**src/rtl/pasu_pkg.sv**
```systemverilog
`default_nettype none

package pasu_pkg;

    localparam int NUM_SOURCES_DEF = 64;
    localparam int NUM_PARAMS      = 2;

    localparam int VAL_W      = 24;
    localparam int TIME_W     = 32;
    localparam int S_DATA_W   = 152;
    localparam int S_USER_W   = 4;
    localparam int M_DATA_W   = 112;
    localparam int CFG_IDX_W  = 2;
    localparam int CFG_DATA_W = 31;
    localparam int SRC_W      = 6;
    localparam int SRC_EXT_W  = 11;

    localparam int DIV_REM_W = 32;
    localparam int DIV_DQ_W  = 37;
    localparam int DIV_CNT_W = 6;

    typedef enum logic [1:0] {
        KIND_SET     = 2'd0,
        KIND_LINEAR  = 2'd1,
        KIND_SLOPE   = 2'd2,
        KIND_INVALID = 2'd3
    } kind_t;

    localparam logic [1:0] PARAM_VOLUME = 2'd0;
    localparam logic [1:0] PARAM_PAN    = 2'd1;

    localparam logic [CFG_IDX_W-1:0] CFG_SILENCE_FLOOR = 2'd0;
    localparam logic [CFG_IDX_W-1:0] CFG_MAX_RAMP_TIME = 2'd1;
    localparam logic [CFG_IDX_W-1:0] CFG_MAX_OFFSET    = 2'd2;

    localparam logic signed [VAL_W-1:0] SILENCE_FLOOR_RST = -24'sd5242880;
    localparam logic [30:0]             MAX_RAMP_RST      = 31'd10000;
    localparam logic [30:0]             MAX_OFFSET_RST    = 31'd1000000;
    localparam logic signed [VAL_W-1:0] PAN_MIN           = -24'sd65536;
    localparam logic signed [VAL_W-1:0] PAN_MAX           = 24'sd65536;
    localparam logic signed [VAL_W-1:0] VOLUME_MAX        = 24'sd0;

    localparam logic [DIV_DQ_W-1:0]  SLOPE_SCALE   = 37'd2000;
    localparam logic [DIV_CNT_W-1:0] INTERP_ITERS  = 6'd24;
    localparam logic [DIV_CNT_W-1:0] SLOPE_ITERS   = 6'd37;

    typedef struct packed {
        logic load;
        logic clip;
        logic fetch;
        logic div1_start;
        logic set_v1;
        logic clamp;
        logic div2_start;
        logic end_time;
        logic finish;
        logic clr;
    } dp_cmd_t;

    typedef struct packed {
        logic invalid;
        logic need_div;
        logic slope_div;
        logic div_done;
        logic out_free;
        logic clr_last;
    } dp_status_t;

endpackage

`default_nettype wire

```
**src/rtl/pasu_ctrl.sv**
```systemverilog
`default_nettype none

module pasu_ctrl
    import pasu_pkg::*;
(
    input  wire logic       aclk,
    input  wire logic       aresetn,
    input  wire logic       s_tvalid,
    output logic            s_tready,
    input  wire dp_status_t status,
    output dp_cmd_t         cmd
);

    typedef enum logic [11:0] {
        ST_CLEAR  = 12'b0000_0000_0001,
        ST_IDLE   = 12'b0000_0000_0010,
        ST_CLIP   = 12'b0000_0000_0100,
        ST_FETCH  = 12'b0000_0000_1000,
        ST_PREP   = 12'b0000_0001_0000,
        ST_DIV1   = 12'b0000_0010_0000,
        ST_SETV1  = 12'b0000_0100_0000,
        ST_CLAMP  = 12'b0000_1000_0000,
        ST_START2 = 12'b0001_0000_0000,
        ST_DIV2   = 12'b0010_0000_0000,
        ST_ENDT   = 12'b0100_0000_0000,
        ST_DONE   = 12'b1000_0000_0000
    } state_t;

    state_t state_reg, state_next;

    always_comb begin
        state_next = state_reg;
        cmd        = '0;
        case (state_reg)
            ST_CLEAR: begin
                cmd.clr = 1'b1;
                if (status.clr_last) begin
                    state_next = ST_IDLE;
                end
            end
            ST_IDLE: begin
                if (s_tvalid) begin
                    cmd.load   = 1'b1;
                    state_next = ST_CLIP;
                end
            end
            ST_CLIP: begin
                cmd.clip   = 1'b1;
                state_next = status.invalid ? ST_DONE : ST_FETCH;
            end
            ST_FETCH: begin
                cmd.fetch  = 1'b1;
                state_next = ST_PREP;
            end
            ST_PREP: begin
                if (status.need_div) begin
                    cmd.div1_start = 1'b1;
                    state_next     = ST_DIV1;
                end else begin
                    state_next = ST_SETV1;
                end
            end
            ST_DIV1: begin
                if (status.div_done) begin
                    state_next = ST_SETV1;
                end
            end
            ST_SETV1: begin
                cmd.set_v1 = 1'b1;
                state_next = ST_CLAMP;
            end
            ST_CLAMP: begin
                cmd.clamp  = 1'b1;
                state_next = ST_START2;
            end
            ST_START2: begin
                if (status.slope_div) begin
                    cmd.div2_start = 1'b1;
                    state_next     = ST_DIV2;
                end else begin
                    state_next = ST_ENDT;
                end
            end
            ST_DIV2: begin
                if (status.div_done) begin
                    state_next = ST_ENDT;
                end
            end
            ST_ENDT: begin
                cmd.end_time = 1'b1;
                state_next   = ST_DONE;
            end
            ST_DONE: begin
                if (status.out_free) begin
                    cmd.finish = 1'b1;
                    state_next = ST_IDLE;
                end
            end
            default: state_next = ST_CLEAR;
        endcase
    end

    always_ff @(posedge aclk) begin
        if (!aresetn) begin
            state_reg <= ST_CLEAR;
        end else begin
            state_reg <= state_next;
        end
    end

    assign s_tready = (state_reg == ST_IDLE);

endmodule

`default_nettype wire

```
**config.mk**
```make
export PLATFORM = sky130hd
export DESIGN_NAME = pasu_ctrl
export DESIGN_NICKNAME = d
export VERILOG_FILES = /design/src/rtl/pasu_pkg.sv /design/src/rtl/pasu_ctrl.sv
export SDC_FILE = /design/constraint.sdc
export NUM_CORES = 1
export LEC_CHECK = 0
export ABC_AREA = 1
export BUFFER_PORTS_ARGS = -buffer_cell sky130_fd_sc_hd__buf_4
export CAP_MARGIN = 10
export CELL_PAD_IN_SITES_DETAIL_PLACEMENT = 1
export CELL_PAD_IN_SITES_GLOBAL_PLACEMENT = 1
export CORE_MARGIN = 8
export CORE_UTILIZATION = 41
export CTS_BUF_LIST = sky130_fd_sc_hd__clkbuf_8
export DETAILED_ROUTE_END_ITERATION = 10
export GPL_ROUTABILITY_DRIVEN = 0
export PLACE_DENSITY = 0.91
export SYNTH_ARGS = -nofsm -noshare
export SYNTH_HDL_FRONTEND = slang
export SYNTH_SLANG_ARGS = --single-unit
export TNS_END_PERCENT = 100
```
**constraint.sdc**
```tcl
create_clock -name aclk -period 3.5 [get_ports aclk]
set_input_delay 0.7 -clock aclk [delete_from_list [all_inputs] [get_ports aclk]]
set_output_delay 0.7 -clock aclk [all_outputs]
set_load 0.1 [all_outputs]
```
==> results of run 1 <==
## worst max path at each step
| stage | slack [ns] | to | depth (start not counted) |
|---|---|---|---|
| 2_1_floorplan | 0.74 | cmd[9] | 5 |
| 3_5_place_dp | 1.48 | cmd[9] | 6 |
| 4_1_cts | 1.22 | cmd[9] | 6 |
| 5_1_grt | 1.10 | cmd[9] | 6 |
| 3_3_place_gp | 1.55 | cmd[2] | 6 |
| 6_report | 1.23 | cmd[9] | 6 |
## Yosys cell counts
master and count:
nand2_2 4, nor3b_1 1, buf_12 1, nand4_1 2, o21ai_1 1, o21ai_0 1, inv_1 38, o211ai_1 1
dfxtp_1 12, nor3_1 8, nand3_1 8, nand3_4 1, nor2_1 14, nand2_1 32, nor2_4 3, nor2_2 8
nand2_4 2, inv_2 1, nor2_8 2, nand3_2 5
## report_power, final
part | internal, mW | leakage (nW) | switching, mW
registers | 0.155 | 0.0974 | 0.0182
logic | 0.124 | 0.581 | 0.319
clock network | 0.0756 | 0.0216 | 0.0479
total | 0.355 | 0.700 | 0.385
## cells in the final DEF (no fill, tap or decap), types with 2 or more instances in the layout
master / count
nand2_1: 32
nor2_1: 14
nor2_8: 2
dfxtp_1: 12
nor2_4: 3
nand2_4: 2
nor2_2: 8
clkbuf_8: 3
nor3_1: 8
inv_1: 38
nand4_1: 2
nand2_2: 4
buf_4: 19
nand3_2: 5
nand3_1: 8
## metal layers
metal / global-route usage, % / share of wire [%]
met1: 14.9 / 43
met4: 4.18 / 1.7
met3: 3.66 / 3.9
met5: 0 / 0
met2: 24.5 / 51
## layout make-up
type                    instances  share of cell area, %
flip-flops and latches         12                   21.2
multi-input cells              93                   46.6
repair buffers                 19                   12.6
clock buffers                   3                   3.64
well taps                      28                   3.09
inverters                      39                   12.9
## critical path, cell delays in order, from the launching register on
cell	delay (ns)
dfxtp_1	0.33
nor2_2	0.18
nand2_4	0.12
nor2_8	0.16
nand2_1	0.12
nor2_1	0.11
buf_4	0.29
## through the flow
| step | std cells | power (mW) |
|---|---|---|
| after floorplan | 145 | 0.532 |
| after global placement | 191 | 0.603 |
| after detailed placement | 191 | 0.620 |
| after CTS | 194 | 0.749 |
| after global routing | 194 | 0.794 |
| final | 194 | 0.740 |
## kinds of logic after synthesis
family | after synthesis
and+or+nand+nor | 90
AOI/OAI and AO/OA | 3
DFF | 12
buffers and inverters | 40
==> flow_metrics.env, run 1 <==
export IMPL_setup_ws_ns=1.23
export IMPL_worst_setup_hold_path_clk_slew_ns=0.05
export IMPL_diodes=0
export IMPL_hold_depth=4
export IMPL_nets=177
export IMPL_clock_latency_ns=0.24
export IMPL_r2r_cells=9
export IMPL_dieArea_um2=4070
export IMPL_via_per_inst=4.79
export IMPL_grt_max_degree=9
export IMPL_avgSynthCellArea_um2=6.45
export IMPL_synth_simple_area_share_pct=54.7
export IMPL_h_tree_depth=1
export IMPL_multi_input_area_um2=529
export IMPL_r2r_end="state_reg[6]$_SDFFE_PN0P_"
export IMPL_layout_drive_gt1_share_pct=28.9
export IMPL_yosys_cell_types_count=20
export IMPL_cts_num_sinks=12
export IMPL_drtIter0Drc=11
export IMPL_synth_compound_area_share_pct=1.87
export IMPL_end_kind="primary output"
export IMPL_critPathKind="flop to primary output"
export IMPL_fin_setup_tns_ns=0
export IMPL_skew_ns=0.00249
export IMPL_ir_drop_mv=0.394
export IMPL_die_width_um=63.8
export IMPL_final_util_pct=51.8
export IMPL_finalCritPeriodShare_pct=64.7
export IMPL_place_hpwl_mm=2.22
export IMPL_drc=0
export IMPL_grt_pass1_vias=1000
export IMPL_whs_ns=0.577
export IMPL_io_buffers=19
export IMPL_tightest_slew_ns=0.285
export IMPL_critPathLaunchType="flop"
export IMPL_fill_cells=320
export IMPL_grt_pass1_wl_mm=4.48
export IMPL_synth_mux_area_share_pct=0
export IMPL_cts_setup_buffers=0
export IMPL_cts_resized=0
export IMPL_synth_top_family_by_area="simple AND/OR/NAND/NOR gates"
export IMPL_syn_to_final_growth_pct=21.3
export IMPL_netlist_area_um2=936
export IMPL_min_path_type="flop to flop"
export IMPL_antenna_found_initial=0
export IMPL_seqCellArea_um2=240
export IMPL_r2r_slack_ns=2.06
export IMPL_drv_cap=0
export IMPL_whs_endpoint="state_reg[9]$_SDFFE_PN0P_"
export IMPL_yosys_area_top_type="dfxtp_1"
export IMPL_cts_buffers=3
export IMPL_fin_crit_ns=2.27
export IMPL_holdBufCountCts=0
export IMPL_yosys_area_share_xor_xnor_pct=0
export IMPL_antenna_left=0
export IMPL_place_area_um2=1090
export IMPL_clockRootBuffer="clkbuf_8"
export IMPL_synthTopCellsByArea="dfxtp_1 26%, inv_1 15%, nand2_1 13%"
export IMPL_overflow=0
export IMPL_synth_cells=145
export IMPL_ys_seq_area_share_pct=25.7
export IMPL_status="finished, final reports clean"
export IMPL_min_delay_start="state_reg[9]$_SDFFE_PN0P_"
export IMPL_cts_tree="yes"
export IMPL_critPathRequiredTime_ns=2.80
export IMPL_synth_seq_cells=12
export IMPL_cp_arrival_ns=1.57
export IMPL_fin_area_um2=1130
export IMPL_power_leakage_nw=0.700
export IMPL_crit_fanout=6
export IMPL_wl_per_cell_um=13.3
export IMPL_grt_use_total_pct=13.5
export IMPL_routed_wirelength_mm=2.59
export IMPL_core_um2=2190
export IMPL_largest_reg_flops=12
export IMPL_yosysWarningCount=0
export IMPL_yosys_area_share_adder_pct=0
export IMPL_syn_nets=154
export IMPL_drv_slew=0
export IMPL_hold_viol_final=0
export IMPL_dr_total_vias=930
export IMPL_slew_headroom_pct=81.2
export IMPL_clk_path_buf_depth=2
export IMPL_rsz0062_at_grt="false"
export IMPL_row_count=17
export IMPL_power_density_nw_per_um2=652
export IMPL_max_freq_mhz=441
export IMPL_die_y_um=63.8
export IMPL_dp_slack_ns=1.48
export IMPL_firstDrtPassIters=6
export IMPL_setup_viol=0
export IMPL_initial_core_util_pct=42.7
export IMPL_reg2reg_from="state_reg[9]$_SDFFE_PN0P_"
export IMPL_crit_start="state_reg[9]$_SDFFE_PN0P_"
export IMPL_synth_top_area_share_pct=25.7
export IMPL_io_pins=20
No activity file was read; power rests on OpenSTA's default activity.
==> run 2, diff against run 1 <==
Settings changed: ABC_AREA 1 to 0, CORE_UTILIZATION 41 to 36, PLACE_DENSITY 0.91 to 0.82.
Clock period 3.5 ns to 1.92 ns, I/O delays scaled along.
==> run 2 against run 1 <==
Effect of this change:
- the run now fails in 5_1_grt
- synthesized cell count decreased by 29%
- synthesized area fell by 10%
==> flow_metrics.env, run 2 <==
export IMPL_placed_cells=173
export IMPL_synthTopCellsByCount="14 x nor2_1, 12 x dfxtp_1, 9 x nand2_1, 9 x nor3_1, 7 x nand2b_1"
export IMPL_row_count=17
export IMPL_worst_endpoint_kind="top-level output"
export IMPL_yosysMostFrequentCell="nor2_1"
export IMPL_avgSynthCellArea_um2=8.15
export IMPL_synth_top_area_share_pct=28.6
export IMPL_die_width_um=64.3
export IMPL_async_flop_share_pct=0
export IMPL_initial_core_util_pct=38.0
export IMPL_syn_nets=112
export IMPL_yosys_area_top_type="dfxtp_1"
export IMPL_synth_cells=103
export IMPL_synth_ff_type="dfxtp_1"
export IMPL_worst_endpoint="cmd[6]"
export IMPL_h_tree_depth=1
export IMPL_place_area_um2=1300
export IMPL_netlist_area_um2=840
export IMPL_grt_max_degree=9
export IMPL_synthTopCellsByArea="dfxtp_1 29%, nor2_1 6.3%, nor3_1 5.4%"
export IMPL_holdBufCountCts=0
export IMPL_cts_num_sinks=12
export IMPL_place_hpwl_mm=2.67
export IMPL_synth_seq_cells=12
export IMPL_error_line="[ERROR DPL-0033] detailed placement checks failed during check placement."
export IMPL_status="stopped before the end"
export IMPL_synth_edf_count=0
export IMPL_io_buffers=19
export IMPL_haltStage="5_1_grt"
export IMPL_antenna_found_initial=0
export IMPL_ys_seq_area_share_pct=28.6
export IMPL_clockRootBuffer="clkbuf_8"
export IMPL_yosysWarningCount=0
export IMPL_yosys_cell_types_count=39
export IMPL_clk_path_buf_depth=2
export IMPL_cts_buffers=3
export IMPL_die_y_um=64.3
export IMPL_io_pins=20
-- run 2: cell types whose count changed after synthesis, moves of 3 or more --
| cell | change |
|---|---|
| nand2_2 | -4 |
| nand3_2 | -5 |
| nor2_4 | -3 |
| nand2_1 | -23 |
| nand3_1 | -6 |
| and2_1 | +4 |
| nor2_2 | -8 |
| nand2b_1 | +7 |
| inv_1 | -34 |
| nor4_1 | +3 |
-- run 2: logic make-up after synthesis --
group | count (synthesis) | share of synthesized area (%)
buffers and inverters | 7 | 4.32
AO/OA/AOI/OAI | 16 | 16.7
flip-flops | 12 | 28.6
AND/OR/NAND/NOR | 66 | 48.3
XOR/XNOR | 2 | 2.09
-- run 2: per-stage QoR --
step           setup WS [ns]  util [%]  setup TNS (ns)  hold WS [ns]
2_1_floorplan         -0.531         -           -3.62         0.460
3_3_place_gp          -0.120      58.7          -0.273         0.557
3_5_place_dp          -0.171      58.7          -0.528         0.561
4_1_cts               -0.328      71.2           -2.17         0.298
-- run 2: repair_timing --
item	CTS
pin swaps	18
gates resized for setup	47
buffers inserted	8
endpoints found under the setup margin	13
==> run 3, diff against run 2 <==
Settings changed: CELL_PAD_IN_SITES_DETAIL_PLACEMENT 1 to unset, CELL_PAD_IN_SITES_GLOBAL_PLACEMENT 1 to unset, CORE_AREA set to 8 8 69 71, CORE_MARGIN 8 to unset, CORE_UTILIZATION 36 to unset, CTS_BUF_LIST sky130_fd_sc_hd__clkbuf_8 to unset, DIE_AREA set to 0 0 77 79, PLACE_DENSITY 0.82 to unset, PLACE_DENSITY_LB_ADDON set to 0.15.
Clock period 1.92 ns to 2.5 ns, I/O delays scaled along.
==> run 3 against run 2 <==
Effect of this change:
- the flow now finishes without violations
- synthesized cell count stayed put
- synthesized area stayed put
==> flow_metrics.env, run 3 <==
export IMPL_status="finished, final reports clean"
export IMPL_synth_seq_cells=12
export IMPL_synth_ff_type="dfxtp_1"
export IMPL_ir_drop_mv=0.248
export IMPL_min_delay_start="status[5]"
export IMPL_clockRootBuffer="clkbuf_8"
export IMPL_synthTopCellsByArea="dfxtp_1 29%, nor2_1 6.3%, nor3_1 5.4%"
export IMPL_drv_slew=0
export IMPL_diodes=0
export IMPL_cp_cell_sequence="nor4_4 -> nand2_1 -> or4_4 -> clkinvlp_4 -> buf_8"
export IMPL_cts_num_sinks=12
export IMPL_drv_cap=0
export IMPL_antenna_left=0
export IMPL_setup_ws_ns=0.127
export IMPL_power_density_nw_per_um2=487
export IMPL_syn_nets=112
export IMPL_reg2reg_from="state_reg[5]$_SDFFE_PN0P_"
export IMPL_place_area_um2=1140
export IMPL_synth_cells=103
export IMPL_skew_ns=0.00487
export IMPL_grt_use_total_pct=8.80
export IMPL_drc=0
export IMPL_slew_headroom_pct=67.7
export IMPL_max_freq_mhz=421
export IMPL_row_count=23
export IMPL_synthTopCellsByCount="14 x nor2_1, 12 x dfxtp_1, 9 x nand2_1, 9 x nor3_1, 7 x nand2b_1"
export IMPL_netlist_area_um2=840
export IMPL_cts_tree="yes"
export IMPL_synth_edf_count=0
export IMPL_worst_setup_hold_path_clk_slew_ns=0.06
export IMPL_die_width_um=77
export IMPL_critPathLaunchType="flop"
export IMPL_fill_cells=410
export IMPL_via_per_inst=4.64
export IMPL_seqCellArea_um2=243
export IMPL_power_leakage_nw=0.461
export IMPL_max_stage_delay_ns=0.51
export IMPL_cts_setup_buffers=0
export IMPL_cp_num_buf_inv=2
export IMPL_clock_latency_ns=0.24
export IMPL_h_tree_depth=1
export IMPL_firstDrtPassIters=4
export IMPL_finalCritPeriodShare_pct=94.9
export IMPL_nets=140
export IMPL_place_hpwl_mm=1.94
export IMPL_yosys_cell_types_count=39
export IMPL_slowest_stage="or4_4"
export IMPL_ys_seq_area_share_pct=28.6
export IMPL_synth_top_area_share_pct=28.6
export IMPL_cp_arrival_ns=1.87
export IMPL_final_util_pct=32.2
export IMPL_io_buffers=19
export IMPL_critPathRequiredTime_ns=2.00
export IMPL_r2r_end="state_reg[6]$_SDFFE_PN0P_"
export IMPL_multi_input_area_um2=639
export IMPL_overflow=0
export IMPL_final_cell_mix="23 x buf_4, 11 x nor2_1, 10 x dfxtp_1"
export IMPL_dieArea_um2=6080
export IMPL_combPwrFrac_pct=33.2
export IMPL_avgSynthCellArea_um2=8.15
export IMPL_yosys_area_top_type="dfxtp_1"
export IMPL_r2r_slack_ns=0.43
export IMPL_clk_path_buf_depth=2
export IMPL_fin_area_um2=1220
export IMPL_min_path_type="primary input to flop"
export IMPL_yosysWarningCount=0
export IMPL_die_y_um=79
export IMPL_whs_endpoint="state_reg[3]$_SDFFE_PN0P_"
export IMPL_hold_viol_final=0
export IMPL_syn_to_final_growth_pct=45.8
export IMPL_pwr_share_seq_pct=36.4
export IMPL_routed_wirelength_mm=2.47
export IMPL_crit_fanout=7
export IMPL_wl_per_cell_um=13.8
export IMPL_grt_pass1_wl_mm=4.24
export IMPL_dp_slack_ns=0.114
export IMPL_async_flop_share_pct=0
export IMPL_critPathKind="flop to primary output"
export IMPL_layout_drive_gt1_share_pct=39.5
export IMPL_r2r_cells=6
export IMPL_fin_crit_ns=2.37
export IMPL_swShare_pct=36.3
export IMPL_core_um2=3800
export IMPL_yosysMostFrequentCell="nor2_1"
export IMPL_layout_commonest_cell="buf_4"
export IMPL_p_int_uw=380
export IMPL_io_pins=20
export IMPL_initial_core_util_pct=22.1
export IMPL_p_sw_uw=216
export IMPL_clkPwrFrac_pct=30.3
export IMPL_end_kind="primary output"
export IMPL_path_delay_family="simple AND/OR/NAND/NOR gates"
export IMPL_hold_depth=2
export IMPL_cts_buffers=3
export IMPL_antenna_found_initial=0
export IMPL_largest_reg_flops=12
export IMPL_setup_viol=0
export IMPL_dr_total_vias=831
export IMPL_rsz0062_at_grt="false"
export IMPL_tightest_slew_ns=0.481
export IMPL_grt_max_degree=10
export IMPL_grt_pass1_vias=872
export IMPL_holdBufCountCts=0
export IMPL_drtIter0Drc=26
==> run 3: cell counts after synthesis <==
Identical to the previous run, type by type.
==> run 3: worst max-delay path by stage <==
stage               slack, ns                       from  endpoint  depth (start not counted)
finish                   0.13  state_reg[9]$_SDFFE_PN0P_    cmd[7]                          5
global route             0.02  state_reg[9]$_SDFFE_PN0P_    cmd[7]                          5
CTS                      0.02  state_reg[9]$_SDFFE_PN0P_    cmd[7]                          5
detailed placement       0.11  state_reg[8]$_SDFFE_PN0P_    cmd[7]                          5
global placement         0.17  state_reg[8]$_SDFFE_PN0P_    cmd[7]                          5
floorplan               -0.28  state_reg[5]$_SDFFE_PN0P_    cmd[9]                          4
==> run 3: per-stage QoR <==
| step | cells | setup TNS, ns | hold WS (ns) | total power, mW |
|---|---|---|---|---|
| global route | 179 | 0 | 0.421 | 0.632 |
| CTS | 179 | 0 | 0.417 | 0.608 |
| detailed placement | 176 | 0 | 0.602 | 0.421 |
| finish | 179 | 0 | 0.422 | 0.596 |
| global placement | 176 | 0 | 0.640 | 0.422 |
| floorplan | 103 | -0.556 | 0.576 | 0.363 |
==> run 3: power groups by stage <==
stage	sequential [mW]	clock (mW)	combinational (mW)
2_1_floorplan	0.212	0	0.151
3_3_place_gp	0.222	0	0.200
3_5_place_dp	0.221	0	0.200
4_1_cts	0.217	0.191	0.201
5_1_grt	0.218	0.200	0.214
6_report	0.217	0.181	0.198
==> run 3: repair_timing <==
item	4_1_cts	5_1_grt
gates resized for setup	3	7
endpoints found under the setup margin	2	3
pin swaps	1	3
==> run 3: layout make-up <==
cell class	count	area share [%]
well taps	50	5.11
multi-input cells	84	52.2
repair buffers	26	17.9
clock buffers	3	3.37
inverters	4	1.53
flip-flops and latches	12	19.8
==> run 3: logic make-up (layout without fill, tap and decap cells) <==
logic type,after synthesis,count (layout),synth area share (%)
xor gates and xnor gates,2,2,2.09
DFF,12,12,28.6
and+or+nand+nor,66,66,48.3
buffers and inverters,7,33,4.32
AOI/OAI and AO/OA,16,16,16.7
==> run 3: routing by layer <==
layer / part of all wire (%) / GRT usage [%] / vias to the layer above
met5: 0 / 0 / -
met4: 0.57 / 2.26 / 0
met3: 6.3 / 3.84 / 2
met2: 43 / 12.9 / 21
met1: 50 / 11.5 / 381
li1: - / - / 427
